--- src/rtl/lcd_pkg.sv ---
// ----------------------------------------------------------------------------
// lcd_pkg
// Shared constants and helpers for the link cell deframer.
// ----------------------------------------------------------------------------
package lcd_pkg;

    localparam int unsigned FIXED_PAYLOAD_BYTES = 509;
    localparam logic [15:0] FIXED_LEN           = 16'(FIXED_PAYLOAD_BYTES);

    localparam logic [15:0] LINK_VERSION_RESET  = 16'd4;
    localparam logic [15:0] LONG_CID_VERSION    = 16'd4;
    localparam logic [15:0] LONG_CID_BYTES      = 16'd4;
    localparam logic [15:0] SHORT_CID_BYTES     = 16'd2;

    localparam logic [7:0]  CMD_VAR_LOW         = 8'd7;
    localparam logic [7:0]  CMD_VAR_HIGH_MIN    = 8'd128;

    localparam logic        REC_HEADER          = 1'b0;
    localparam logic        REC_PAYLOAD         = 1'b1;

    function automatic logic cmd_is_variable(input logic [7:0] cmd);
        return (cmd == CMD_VAR_LOW) || (cmd >= CMD_VAR_HIGH_MIN);
    endfunction

endpackage

--- src/rtl/link_cell_deframer_unit.sv ---
// ----------------------------------------------------------------------------
// link_cell_deframer_unit
// Splits a link byte stream into cells: one header item per cell, then one
// item per payload byte, with the final item of each cell marked.
// ----------------------------------------------------------------------------
// Output: each result is registered in the output register when the byte
//   that completes it is accepted.
// Throughput: one byte per cycle while a held result is taken or none is held;
//   the parser state and the output register are both updated in that single cycle.
// Reset: rst_n clears the parser to the circuit id phase, the version register to 4.
// ----------------------------------------------------------------------------
module link_cell_deframer_unit
(
    input  logic        clk,
    input  logic        rst_n,

    input  logic        cfg_valid,
    output logic        cfg_ready,
    input  logic [15:0] cfg_data,

    input  logic        in_valid,
    output logic        in_ready,
    input  logic [7:0]  data_byte,

    output logic        out_valid,
    input  logic        out_ready,
    output logic        record_kind,
    output logic [31:0] cell_cid,
    output logic [7:0]  cell_command,
    output logic [15:0] payload_length,
    output logic [7:0]  payload_byte,
    output logic        last_of_cell
);

    typedef enum logic [1:0] {
        PH_CID,
        PH_CMD,
        PH_LEN,
        PH_PAY
    } phase_t;

    phase_t      phase_reg,   phase_next;
    logic [15:0] count_reg,   count_next;
    logic [31:0] cid_reg,     cid_next;
    logic [7:0]  cmd_reg,     cmd_next;
    logic [15:0] len_reg,     len_next;
    logic [15:0] version_reg;

    logic        out_valid_reg;
    logic        kind_reg,    kind_next;
    logic [7:0]  pbyte_reg,   pbyte_next;
    logic        last_reg,    last_next;
    logic        emit;

    logic        in_fire;
    logic [15:0] id_len;
    logic [15:0] count_inc;

    assign cfg_ready = 1'b1;
    assign in_ready  = !out_valid_reg || out_ready;
    assign in_fire   = in_valid && in_ready;

    assign id_len    = (version_reg >= lcd_pkg::LONG_CID_VERSION) ?
                       lcd_pkg::LONG_CID_BYTES : lcd_pkg::SHORT_CID_BYTES;
    assign count_inc = count_reg + 16'd1;

    always_comb
    begin
        phase_next = phase_reg;
        count_next = count_reg;
        cid_next   = cid_reg;
        cmd_next   = cmd_reg;
        len_next   = len_reg;
        emit       = 1'b0;
        kind_next  = lcd_pkg::REC_HEADER;
        pbyte_next = 8'd0;
        last_next  = 1'b0;
        case (phase_reg)
            PH_CMD:
            begin
                cmd_next   = data_byte;
                count_next = 16'd0;
                if (lcd_pkg::cmd_is_variable(data_byte))
                begin
                    phase_next = PH_LEN;
                end
                else
                begin
                    len_next   = lcd_pkg::FIXED_LEN;
                    emit       = 1'b1;
                    phase_next = PH_PAY;
                end
            end
            PH_LEN:
            begin
                if (count_reg == 16'd0)
                begin
                    len_next   = {data_byte, 8'd0};
                    count_next = 16'd1;
                end
                else
                begin
                    len_next   = {len_reg[15:8], data_byte};
                    emit       = 1'b1;
                    count_next = 16'd0;
                    last_next  = ({len_reg[15:8], data_byte} == 16'd0);
                    phase_next = last_next ? PH_CID : PH_PAY;
                end
            end
            PH_PAY:
            begin
                emit       = 1'b1;
                kind_next  = lcd_pkg::REC_PAYLOAD;
                pbyte_next = data_byte;
                if (count_inc >= len_reg)
                begin
                    last_next  = 1'b1;
                    phase_next = PH_CID;
                    count_next = 16'd0;
                end
                else
                begin
                    count_next = count_inc;
                end
            end
            default:
            begin
                cid_next = (count_reg == 16'd0) ? {24'd0, data_byte} :
                                                  {cid_reg[23:0], data_byte};
                if (count_inc >= id_len)
                begin
                    phase_next = PH_CMD;
                    count_next = 16'd0;
                end
                else
                begin
                    phase_next = PH_CID;
                    count_next = count_inc;
                end
            end
        endcase
    end

    always_ff @(posedge clk or negedge rst_n)
    begin
        if (!rst_n)
        begin
            version_reg   <= lcd_pkg::LINK_VERSION_RESET;
            phase_reg     <= PH_CID;
            count_reg     <= 16'd0;
            cid_reg       <= 32'd0;
            cmd_reg       <= 8'd0;
            len_reg       <= 16'd0;
            out_valid_reg <= 1'b0;
        end
        else
        begin
            if (cfg_valid && cfg_ready)
            begin
                version_reg <= cfg_data;
            end
            if (in_fire)
            begin
                phase_reg <= phase_next;
                count_reg <= count_next;
                cid_reg   <= cid_next;
                cmd_reg   <= cmd_next;
                len_reg   <= len_next;
            end
            if (in_fire)
            begin
                out_valid_reg <= emit;
            end
            else if (out_ready)
            begin
                out_valid_reg <= 1'b0;
            end
        end
    end

    always_ff @(posedge clk)
    begin
        if (in_fire && emit)
        begin
            kind_reg  <= kind_next;
            pbyte_reg <= pbyte_next;
            last_reg  <= last_next;
        end
    end

    // header fields follow the held cell state
    logic [31:0] ocid_reg;
    logic [7:0]  ocmd_reg;
    logic [15:0] olen_reg;

    always_ff @(posedge clk)
    begin
        if (in_fire && emit)
        begin
            ocid_reg <= cid_next;
            ocmd_reg <= cmd_next;
            olen_reg <= len_next;
        end
    end

    assign out_valid      = out_valid_reg;
    assign record_kind    = kind_reg;
    assign cell_cid       = ocid_reg;
    assign cell_command   = ocmd_reg;
    assign payload_length = olen_reg;
    assign payload_byte   = pbyte_reg;
    assign last_of_cell   = last_reg;

    a_header_last_empty: assert property (@(posedge clk) disable iff (!rst_n)
        (out_valid && record_kind == lcd_pkg::REC_HEADER && last_of_cell)
            |-> (payload_length == 16'd0))
        else $error("header marked last with nonzero length");

    a_payload_emits: assert property (@(posedge clk) disable iff (!rst_n)
        (in_fire && phase_reg == PH_PAY) |=> out_valid_reg)
        else $error("payload byte produced no item");

    a_stall_blocks_input: assert property (@(posedge clk) disable iff (!rst_n)
        (out_valid_reg && !out_ready) |-> !in_ready)
        else $error("input accepted while result stalled");

    a_cid_count_bound: assert property (@(posedge clk) disable iff (!rst_n)
        (phase_reg == PH_CID) |-> (count_reg < lcd_pkg::LONG_CID_BYTES))
        else $error("circuit id byte count out of range");

    a_pay_count_bound: assert property (@(posedge clk) disable iff (!rst_n)
        (phase_reg == PH_PAY) |-> (count_reg < len_reg))
        else $error("payload count reached length");

endmodule

--- config.mk ---
export PLATFORM = sky130hd
export DESIGN_NAME = link_cell_deframer_unit
export DESIGN_NICKNAME = d
export VERILOG_FILES = /design/src/rtl/lcd_pkg.sv /design/src/rtl/link_cell_deframer_unit.sv
export SDC_FILE = /design/constraint.sdc
export NUM_CORES = 1
export LEC_CHECK = 0
export BUFFER_PORTS_ARGS = -buffer_cell sky130_fd_sc_hd__buf_2
export CAP_MARGIN = 20
export CORE_UTILIZATION = 45
export DETAILED_ROUTE_END_ITERATION = 8
export SLEW_MARGIN = 10
export SYNTH_ARGS = -nofsm -noshare
export SYNTH_HDL_FRONTEND = slang
export SYNTH_SLANG_ARGS = --single-unit
export TNS_END_PERCENT = 100
--- constraint.sdc ---
create_clock -name clk -period 8.34 [get_ports clk]
set_input_delay 0.417 -clock clk [delete_from_list [all_inputs] [get_ports clk]]
set_output_delay 0.417 -clock clk [all_outputs]
set_load 0.005 [all_outputs]
==> results of run 1 <==
[how the worst max path moves through the flow]
stage | start | end | slack [ns] | cells past startpoint
after global placement | count_reg[4] | count_reg[2] | 4.58 | 10
final | count_reg[4] | count_reg[5] | 4.50 | 10
after detailed placement | count_reg[4] | count_reg[5] | 4.47 | 10
after global routing | count_reg[0] | count_reg[7] | 4.21 | 10
after CTS | count_reg[4] | count_reg[5] | 4.46 | 10
after floorplan | count_reg[0] | cell_cid[0] | 5.19 | 7
[final cells by class]
| class | instances | share of cell area |
|---|---|---|
| inverters | 28 | 0.0121 |
| well taps | 216 | 0.0311 |
| clock inverters | 12 | 0.0211 |
| multi-input cells | 372 | 0.343 |
| repair buffers | 98 | 0.0578 |
| flip-flops and latches | 155 | 0.484 |
| clock buffers | 20 | 0.0513 |
[worst max-delay path, cell delays in order (launching register included)]
cell      delay (ns)
dfrtp_1         0.61
nand3_1         0.35
nor4_2          0.49
nand3_1         0.16
xnor2_1         0.19
ha_1            0.33
nand4_1         0.19
nor4b_2         0.56
nor4b_4         0.16
a211oi_4        0.54
nor3_2          0.11
[metrics by stage]
step	util	hold slack [ns]
2_1_floorplan	-	0.121
3_3_place_gp	0.504	0.460
3_5_place_dp	0.504	0.462
5_1_grt	0.544	0.0423
6_report	0.544	-0.0180
4_1_cts	0.544	0.00772
[cell families after synthesis]
family          Yosys count  synth area share
other cells               1          0.000504
buf+inv                  62            0.0341
mux                      72             0.109
compound gates          114             0.120
simple gates            146             0.113
fa+ha+maj                24            0.0404
flops                   155             0.566
xor+xnor                 15            0.0177
[synth_stat cells, drive strengths merged (2+ instances only)]
master	number
or4	3
nor3b	3
or3	4
nand4	6
nor3	12
buf	12
or2	2
dfrtp	88
a2bb2oi	4
o31a	2
nor2	20
o21ai	21
a22o	46
a21oi	16
and3	5
a2111oi	3
xor2	8
mux2	71
nand2	35
a21boi	2
xnor2	7
and4	3
clkbuf	22
nor4b	3
nand3	16
nor4	16
o21a	3
a211oi	5
ha	24
inv	28
edfxtp	66
nand2b	3
and2	13
o31ai	4
[metal layers]
metal | global-route usage | vias up | part of all wire
li1 | - | 2366 | -
met2 | 0.331 | 151 | 0.48
met5 | 0 | - | 0
met3 | 0.0448 | 20 | 0.046
met4 | 0.0818 | 0 | 0.017
met1 | 0.269 | 2480 | 0.46
[report_power, final]
part	total (mW)	switching [mW]	leakage [nW]	internal [mW]
sequential	1.19	0.137	1.77	1.05
clock	0.831	0.317	0.309	0.514
combinational	0.928	0.509	1.65	0.420
==> impl_metrics.yaml, run 1 <==
sta:
  finalHoldViolCount: 8
  worst-slew-pin-transition_ns: 1.01
  whs_ns: -0.0180
  relSlewSlack: 0.323
  setup_violations: 0
  layout_setup_ws_ns: 4.50
  drv_slew: 0
  final.setup_skew_ns: 0.00775
  rsz0062_at_grt: "no"
  post-route-period-util: 0.460
  fmax_mhz: 261
  fin_setup_tns_ns: 0
  period_minus_slack_ns: 3.84
power:
  power_density_mw_per_mm2: 339
  p_total_mw: 2.95
  vdd_ir_drop_max_v: 0.000189
  p_leak_nw: 3.73
synthesis:
  synth.avg_cell_area_sq_um: 12.6
  synthesis.area_sq_mm: 0.00744
  yosys-top-cells-area: "dfrtp_1, edfxtp_1, mux2_2, a22o_1, ha_1"
  ys_seq_area_frac: 0.566
  synthCells: 589
  yosys.area.top_type: "dfrtp_1"
  synth_nets: 642
  synth_edf_count: 66
  async_flop_share: 0.574
  synth_top_flop_cell: "dfrtp_1"
  synth_top_area_share: 0.296
  synth_cell_types: 63
  ys_ff_latch: 155
  synth_warnings: 0
routing:
  drt_drc_violations_left: 0
  via_per_inst: 5.57
  drt_iter0_drc: 303
  wl_per_cell_um: 18.3
  ant_nets: 0
  firstDrtPassIters: 4
  vias: 5017
  wl_mm: 16.5
critical_path:
  worstPathRequired_ns: 8.62
  r2r_cells: 10
  cp-start-kind: "flip-flop"
  cp_data_arrival_time_ns: 4.12
  timing.critical_path.to_type: "flip-flop"
  worstSetupPathType: "flip-flop to flip-flop"
  rrSetupSlack_ns: 4.50
  r2r-end: "count_reg[5]"
  r2r_start: "count_reg[4]"
  critPathMaxFanout: 14
clocking:
  cts_tree: "yes"
  ctsHoldBuffers: 0
  numCtsBuffers: 17
  post_cts_buffers: 0
  cts_num_sinks: 155
  clk_pin_slew_ns: 0.06
  clock_path_buffers: 2
  cts_resized: 0
  cts-root-buf: "clkbuf_16"
  h-tree-depth: 4
  clock_latency_ns: 0.42
global_routing:
  grt_overflow: 0
  grt_pass1_vias: 4868
  grt_max_degree: 67
  grtUsageTotal: 0.205
  grt_pass1_wl_mm: 26.1
  antenna_found_initial: 0
finish:
  diodes: 0
  area_growth_pct: 17.0
  drive_gt1_frac: 0.324
  seqCellArea_sq_mm: 0.00421
  fillers: 1370
  mostFrequentLayoutCells: "buf_2, dfrtp_1, mux2_2, edfxtp_1, a22o_1"
  layoutNonFillerInstCount: 901
  design_area_sq_mm: 0.00870
  multiInputGateArea_sq_mm: 0.00298
  layout_commonest_cell: "buf_2"
  final_nets: 725
placement:
  port_buffers: 94
  place_ws_ns: 4.47
  place.gp.congestion: 0.877
  place_inst: 869
  dp_hpwl_mm: 11.4
  placed_area_sq_mm: 0.00807
floorplanning:
  rows: 46
  die_h_um: 131
  dieWidth_um: 131
  die_area_sq_mm: 0.0170
  ios: 98
  core_sq_mm: 0.0160
  start_util: 0.465
outcome:
  violations: "negative hold slack"
  outcome: "complete, but fails checks"
hold_path:
  hp-class: "primary input to async pin"
job:
  maxCapViolations: 0
Note: power is estimated with default switching activity, not from simulation.
==> inputs of run 2 (changes only) <==
--- a/config.mk
+++ b/config.mk
@@ -5,6 +5,7 @@
 export SDC_FILE = /design/constraint.sdc
 export NUM_CORES = 1
 export LEC_CHECK = 0
+export ABC_AREA = 1
 export BUFFER_PORTS_ARGS = -buffer_cell sky130_fd_sc_hd__buf_2
 export CAP_MARGIN = 20
 export CORE_UTILIZATION = 45
==> constraint.sdc (replaced) <==
create_clock -name clk -period 3.6 [get_ports clk]
set_input_delay 0.18 -clock clk [delete_from_list [all_inputs] [get_ports clk]]
set_output_delay 0.18 -clock clk [all_outputs]
set_load 0.005 [all_outputs]
==> impl_metrics.yaml, run 2 <==
routing:
  firstDrtPassIters: 5
  vias: 5687
  via_per_inst: 4.91
  ant_nets: 0
  wl_mm: 16.3
  drt_drc_violations_left: 0
  drt_iter0_drc: 378
  wl_per_cell_um: 14.0
floorplanning:
  start_util: 0.465
  ios: 98
  rows: 46
  die_h_um: 131
  dieWidth_um: 131
  core_sq_mm: 0.0160
  die_area_sq_mm: 0.0171
finish:
  final_nets: 982
  area_growth_pct: 18.9
  final_core_util: 0.553
  mostFrequentLayoutCells: "nand2_1, inv_1, o21ai_0, buf_2, dfrtp_1"
  layoutNonFillerInstCount: 1158
  diodes: 0
  drive_gt1_frac: 0.172
  layout_commonest_cell: "nand2_1"
critical_path:
  worstSetupPathType: "flip-flop to flip-flop"
  worstPathRequired_ns: 3.93
  critPathMaxFanout: 15
  cp_data_arrival_time_ns: 3.30
  timing.critical_path.to_type: "flip-flop"
  cp-start-kind: "flip-flop"
sta:
  rsz0062_at_grt: "no"
  fmax_mhz: 337
  relSlewSlack: 0.456
  drv_slew: 0
  period_minus_slack_ns: 2.97
  final.setup_skew_ns: 0.0104
  finalHoldViolCount: 0
  worst-slew-pin-transition_ns: 0.816
  fin_setup_tns_ns: 0
  setup_violations: 0
  post-route-period-util: 0.824
placement:
  place_inst: 1111
  place.gp.congestion: 0.831
  dp_hpwl_mm: 11.2
  port_buffers: 94
clocking:
  post_cts_buffers: 0
  cts_resized: 0
  h-tree-depth: 4
  cts-root-buf: "clkbuf_16"
  clk_pin_slew_ns: 0.06
  ctsHoldBuffers: 15
  clock_path_buffers: 2
  clock_latency_ns: 0.43
  cts_tree: "yes"
  cts_num_sinks: 155
  numCtsBuffers: 17
synthesis:
  yosysMostFrequentCell: "nand2_1"
  synth.avg_cell_area_sq_um: 8.98
  ys_ff_latch: 155
  yosys-top-cells-area: "dfrtp_1, edfxtp_1, nand2_1, o21ai_0, inv_1"
  synth_edf_count: 66
  yosys.area.top_type: "dfrtp_1"
  synth_nets: 882
  ys_seq_area_frac: 0.565
  synth_cell_types: 35
  async_flop_share: 0.574
  synth_top_flop_cell: "dfrtp_1"
  synth_warnings: 0
  synthesis.area_sq_mm: 0.00745
  synthCells: 829
  synth_common_cells: "nand2_1, inv_1, o21ai_0, dfrtp_1, nand3_1"
  synth_top_area_share: 0.296
global_routing:
  grt_pass1_wl_mm: 26.9
  grt_pass1_vias: 5416
  antenna_found_initial: 0
  grtUsageTotal: 0.207
  grt_overflow: 0
  grt_max_degree: 71
power:
  clockPowerShare: 0.292
  switching_share: 0.359
  switching_power_mw: 2.23
  power_density_mw_per_mm2: 702
  intPower_mw: 3.98
  vdd_ir_drop_max_v: 0.000556
  p_leak_nw: 4.09
  p_comb_frac: 0.310
  power.share.sequential: 0.399
hold_path:
  hp-class: "primary input to flip-flop"
outcome:
  outcome: "completed"
job:
  maxCapViolations: 0
run 2: cell types whose count changed in the layout (fill, tap and decap cells not counted), sizes merged, moves of 12 or more:
cell,previous run,this run
nand2,35,220
o21ai,21,120
inv,32,124
mux2,71,4
nand3,16,81
a22o,46,0
dlygate4sd3,0,15
and2,13,1
run 2: power groups by stage:
stage | sequential, mW | clock, mW | combinational [mW]
6_report | 2.48 | 1.81 | 1.92
5_1_grt | 2.53 | 1.93 | 2.22
4_1_cts | 2.48 | 1.85 | 1.95
3_3_place_gp | 2.50 | 0 | 1.89
2_1_floorplan | 2.47 | 0 | 1.43
3_5_place_dp | 2.51 | 0 | 1.92
run 2: final cells by class:
type | count | area, sq um
inverter | 120 | 450
multi-input combinational | 518 | 2630
fill | 1513 | 7150
timing repair buffer | 117 | 696
clock inverter | 15 | 170
clock buffer | 17 | 425
sequential | 155 | 4210
tap | 216 | 270
run 2: cell families after synthesis:
group                    Yosys count  synth area share
AND/OR/NAND/NOR                  354             0.212
other                              1          0.000504
adder cells (fa/ha/maj)           24            0.0403
multiplexers                       4           0.00605
AO/OA/AOI/OAI                    134            0.0916
XOR/XNOR                           1           0.00118
flip-flops                       155             0.565
buffers and inverters            156            0.0830
run 2: critical path, stage by stage, from the launching register on:
cell and delay (ns):
dfrtp_1 0.48, ha_1 0.28, nand3_1 0.13, nor2_1 0.21, nand3_1 0.11, nand2_1 0.07
nand2_1 0.04, inv_1 0.13, ha_1 0.25, nand2_1 0.09, o21ai_0 0.09, a21oi_1 0.23
nand3_1 0.14, a21oi_1 0.17, buf_4 0.27, nand3_1 0.10, o21ai_0 0.09
run 2: path summary, 6_finish.rpt:
check / cells past startpoint / slack [ns] / to / startpoint
max reg2reg: 16 / 0.63 / count_reg[15] / count_reg[0]
min reg2reg: 2 / 0.50 / len_reg[1] / len_reg[1]
max in group asynchronous: 3 / 2.40 / version_reg[2] / rst_n
min in group asynchronous: 2 / 0.39 / count_reg[8] / rst_n
max: 16 / 0.63 / count_reg[15] / count_reg[0]
min: 4 / 0.07 / out_valid / out_ready
run 2: per-stage QoR:
stage	setup WS [ns]	power, mW	hold WS, ns	instance area [sq um]
2_1_floorplan	0.225	3.90	-0.116	7450
3_3_place_gp	0.758	4.39	0.337	8100
3_5_place_dp	0.695	4.44	0.326	8100
4_1_cts	0.640	6.28	0.0546	8850
5_1_grt	0.279	6.67	0.109	8850
6_report	0.634	6.21	0.0657	8850
run 2: routing by layer:
layer	track usage	wire length (um)
met1	0.269	7540
met2	0.350	7960
met3	0.0428	526
met4	0.0642	228
met5	0	0
==> inputs of run 3 (changes only) <==
--- a/config.mk
+++ b/config.mk
@@ -5,7 +5,7 @@
 export SDC_FILE = /design/constraint.sdc
 export NUM_CORES = 1
 export LEC_CHECK = 0
-export ABC_AREA = 1
+export ABC_AREA = 0
 export BUFFER_PORTS_ARGS = -buffer_cell sky130_fd_sc_hd__buf_2
 export CAP_MARGIN = 20
 export CORE_UTILIZATION = 45
==> constraint.sdc (replaced) <==
create_clock -name clk -period 2.91 [get_ports clk]
set_input_delay 0.1455 -clock clk [delete_from_list [all_inputs] [get_ports clk]]
set_output_delay 0.1455 -clock clk [all_outputs]
set_load 0.005 [all_outputs]
==> impl_metrics.yaml, run 3 (synthesized netlist as in run 1, its figures left out) <==
clocking:
  numCtsBuffers: 17
  clk_pin_slew_ns: 0.07
  h-tree-depth: 4
  cts-root-buf: "clkbuf_16"
  clock_path_buffers: 2
  cts_num_sinks: 155
  clock_latency_ns: 0.43
  cts_tree: "yes"
critical_path:
  critPathSlowestCell: "dfrtp_1"
  r2r_cells: 11
  critPathMostFrequentCell: "nand4_1"
  cp_data_arrival_time_ns: 3.24
  critPathMaxFanout: 3
  path_cells: "nand4_1 > buf_4 > nor4_4 > xor2_1 > ha_1 > nand4_1 > nor2_1 > o2bb2ai_4 > nor3_1 > or2_2 > o31ai_1"
  worstPathRequired_ns: 3.24
  timing.critical_path.to_type: "flip-flop"
  cp-start-kind: "flip-flop"
  slowest_delay_ns: 0.36
  worstSetupPathType: "flip-flop to flip-flop"
finish:
  drive_gt1_frac: 0.402
  mostFrequentLayoutCells: "buf_2, dfrtp_1, mux2_2, buf_4, edfxtp_1"
  design_area_sq_mm: 0.00952
  area_growth_pct: 28.0
  layout_commonest_cell: "buf_2"
  diodes: 0
  final_nets: 806
floorplanning:
  die_area_sq_mm: 0.0170
  core_sq_mm: 0.0160
  rows: 46
  ios: 98
  start_util: 0.465
  die_h_um: 131
  dieWidth_um: 131
hold_path:
  hold_depth: 3
  hp-class: "primary input to flip-flop"
power:
  vdd_ir_drop_max_v: 0.000552
  power.share.sequential: 0.390
  switching_share: 0.350
  power_density_mw_per_mm2: 909
  p_comb_frac: 0.355
  switching_power_mw: 3.03
  intPower_mw: 5.63
  p_leak_nw: 4.21
  p_total_mw: 8.66
  clockPowerShare: 0.255
placement:
  place_ws_ns: -0.161
  place.gp.congestion: 0.860
  dp_hpwl_mm: 12.2
  port_buffers: 94
  placed_area_sq_mm: 0.00854
routing:
  wl_per_cell_um: 18.0
  vias: 5304
  ant_nets: 0
  via_per_inst: 5.40
  firstDrtPassIters: 4
  drt_drc_violations_left: 0
  drt_iter0_drc: 331
  wl_mm: 17.6
sta:
  finalHoldViolCount: 0
  fmax_mhz: 344
  worst-slew-pin-transition_ns: 0.545
  post-route-period-util: 0.999
  relSlewSlack: 0.636
  rsz0062_at_grt: "yes"
  layout_setup_ws_ns: 0.00220
  period_minus_slack_ns: 2.91
  final.setup_skew_ns: 0.00783
  setup_violations: 0
  drv_slew: 0
global_routing:
  grt_pass1_wl_mm: 28.0
  antenna_found_initial: 0
  grt_overflow: 0
  grtUsageTotal: 0.219
  grt_pass1_vias: 5259
  grt_max_degree: 83
outcome:
  outcome: "completed"
job:
  maxCapViolations: 0
==> run 3: layout make-up <==
class,instances,area (sq um)
Clock buffer,17,425
Clock inverter,15,176
Fill cell,1360,6480
Inverter,28,109
Multi-Input combinational cell,372,3130
Sequential cell,155,4220
Tap cell,216,270
Timing Repair Buffer,179,1190
==> run 3: power groups by stage <==
stage / combinational (mW) / clock (mW) / sequential, mW
6_report: 3.07 / 2.20 / 3.38
5_1_grt: 3.39 / 2.32 / 3.46
4_1_cts: 3.05 / 2.25 / 3.38
3_5_place_dp: 2.93 / 0 / 3.42
3_3_place_gp: 2.86 / 0 / 3.39
2_1_floorplan: 2.03 / 0 / 3.33
==> run 3: through the flow <==
step | setup TNS (ns) | util | cells | hold slack [ns]
after detailed placement | -1.33 | 0.534 | 920 | 0.385
after CTS | 0 | 0.590 | 978 | 0.0538
after global placement | -1.03 | 0.534 | 920 | 0.378
final | 0 | 0.595 | 982 | 0.0735
after floorplan | -0.0166 | - | 589 | -0.150
after global routing | -2.24 | 0.595 | 982 | 0.0907
==> run 3: routing by layer <==
layer | vias up | share of wire | GRT usage
li1 | 2537 | - | -
met1 | 2616 | 0.46 | 0.293
met2 | 128 | 0.49 | 0.353
met3 | 23 | 0.041 | 0.0448
met4 | 0 | 0.016 | 0.0805
met5 | - | 0 | 0
==> run 3: what timing repair did <==
action | CTS | global route
hold endpoints to repair | 94 | 0
hold buffers | 15 | 0
buffers inserted | 11 | 3
cloned | 0 | 0
setup endpoints to repair | 18 | 18
resized for setup | 14 | 3
pin swaps | 9 | 7
==> run 3: worst max-delay path: cells and delay by family (launching register included) <==
kind	cells	cell delay, ns
XOR/XNOR	1	0.13
flip-flops	1	0.36
adder cells (fa/ha/maj)	1	0.32
AND/OR/NAND/NOR	6	1.35
buffers and inverters	1	0.22
AO/OA/AOI/OAI	2	0.42
==> run 3: worst paths after layout <==
check                              start           end  slack (ns)
max                        count_reg[12]  phase_reg[0]       0.002
min                         data_byte[1]    len_reg[1]        0.07
min reg2reg                   cmd_reg[1]    cmd_reg[1]        0.50
max reg2reg                count_reg[12]  phase_reg[0]       0.002
min in group asynchronous          rst_n  count_reg[5]        0.16
max in group asynchronous          rst_n  count_reg[0]        2.13
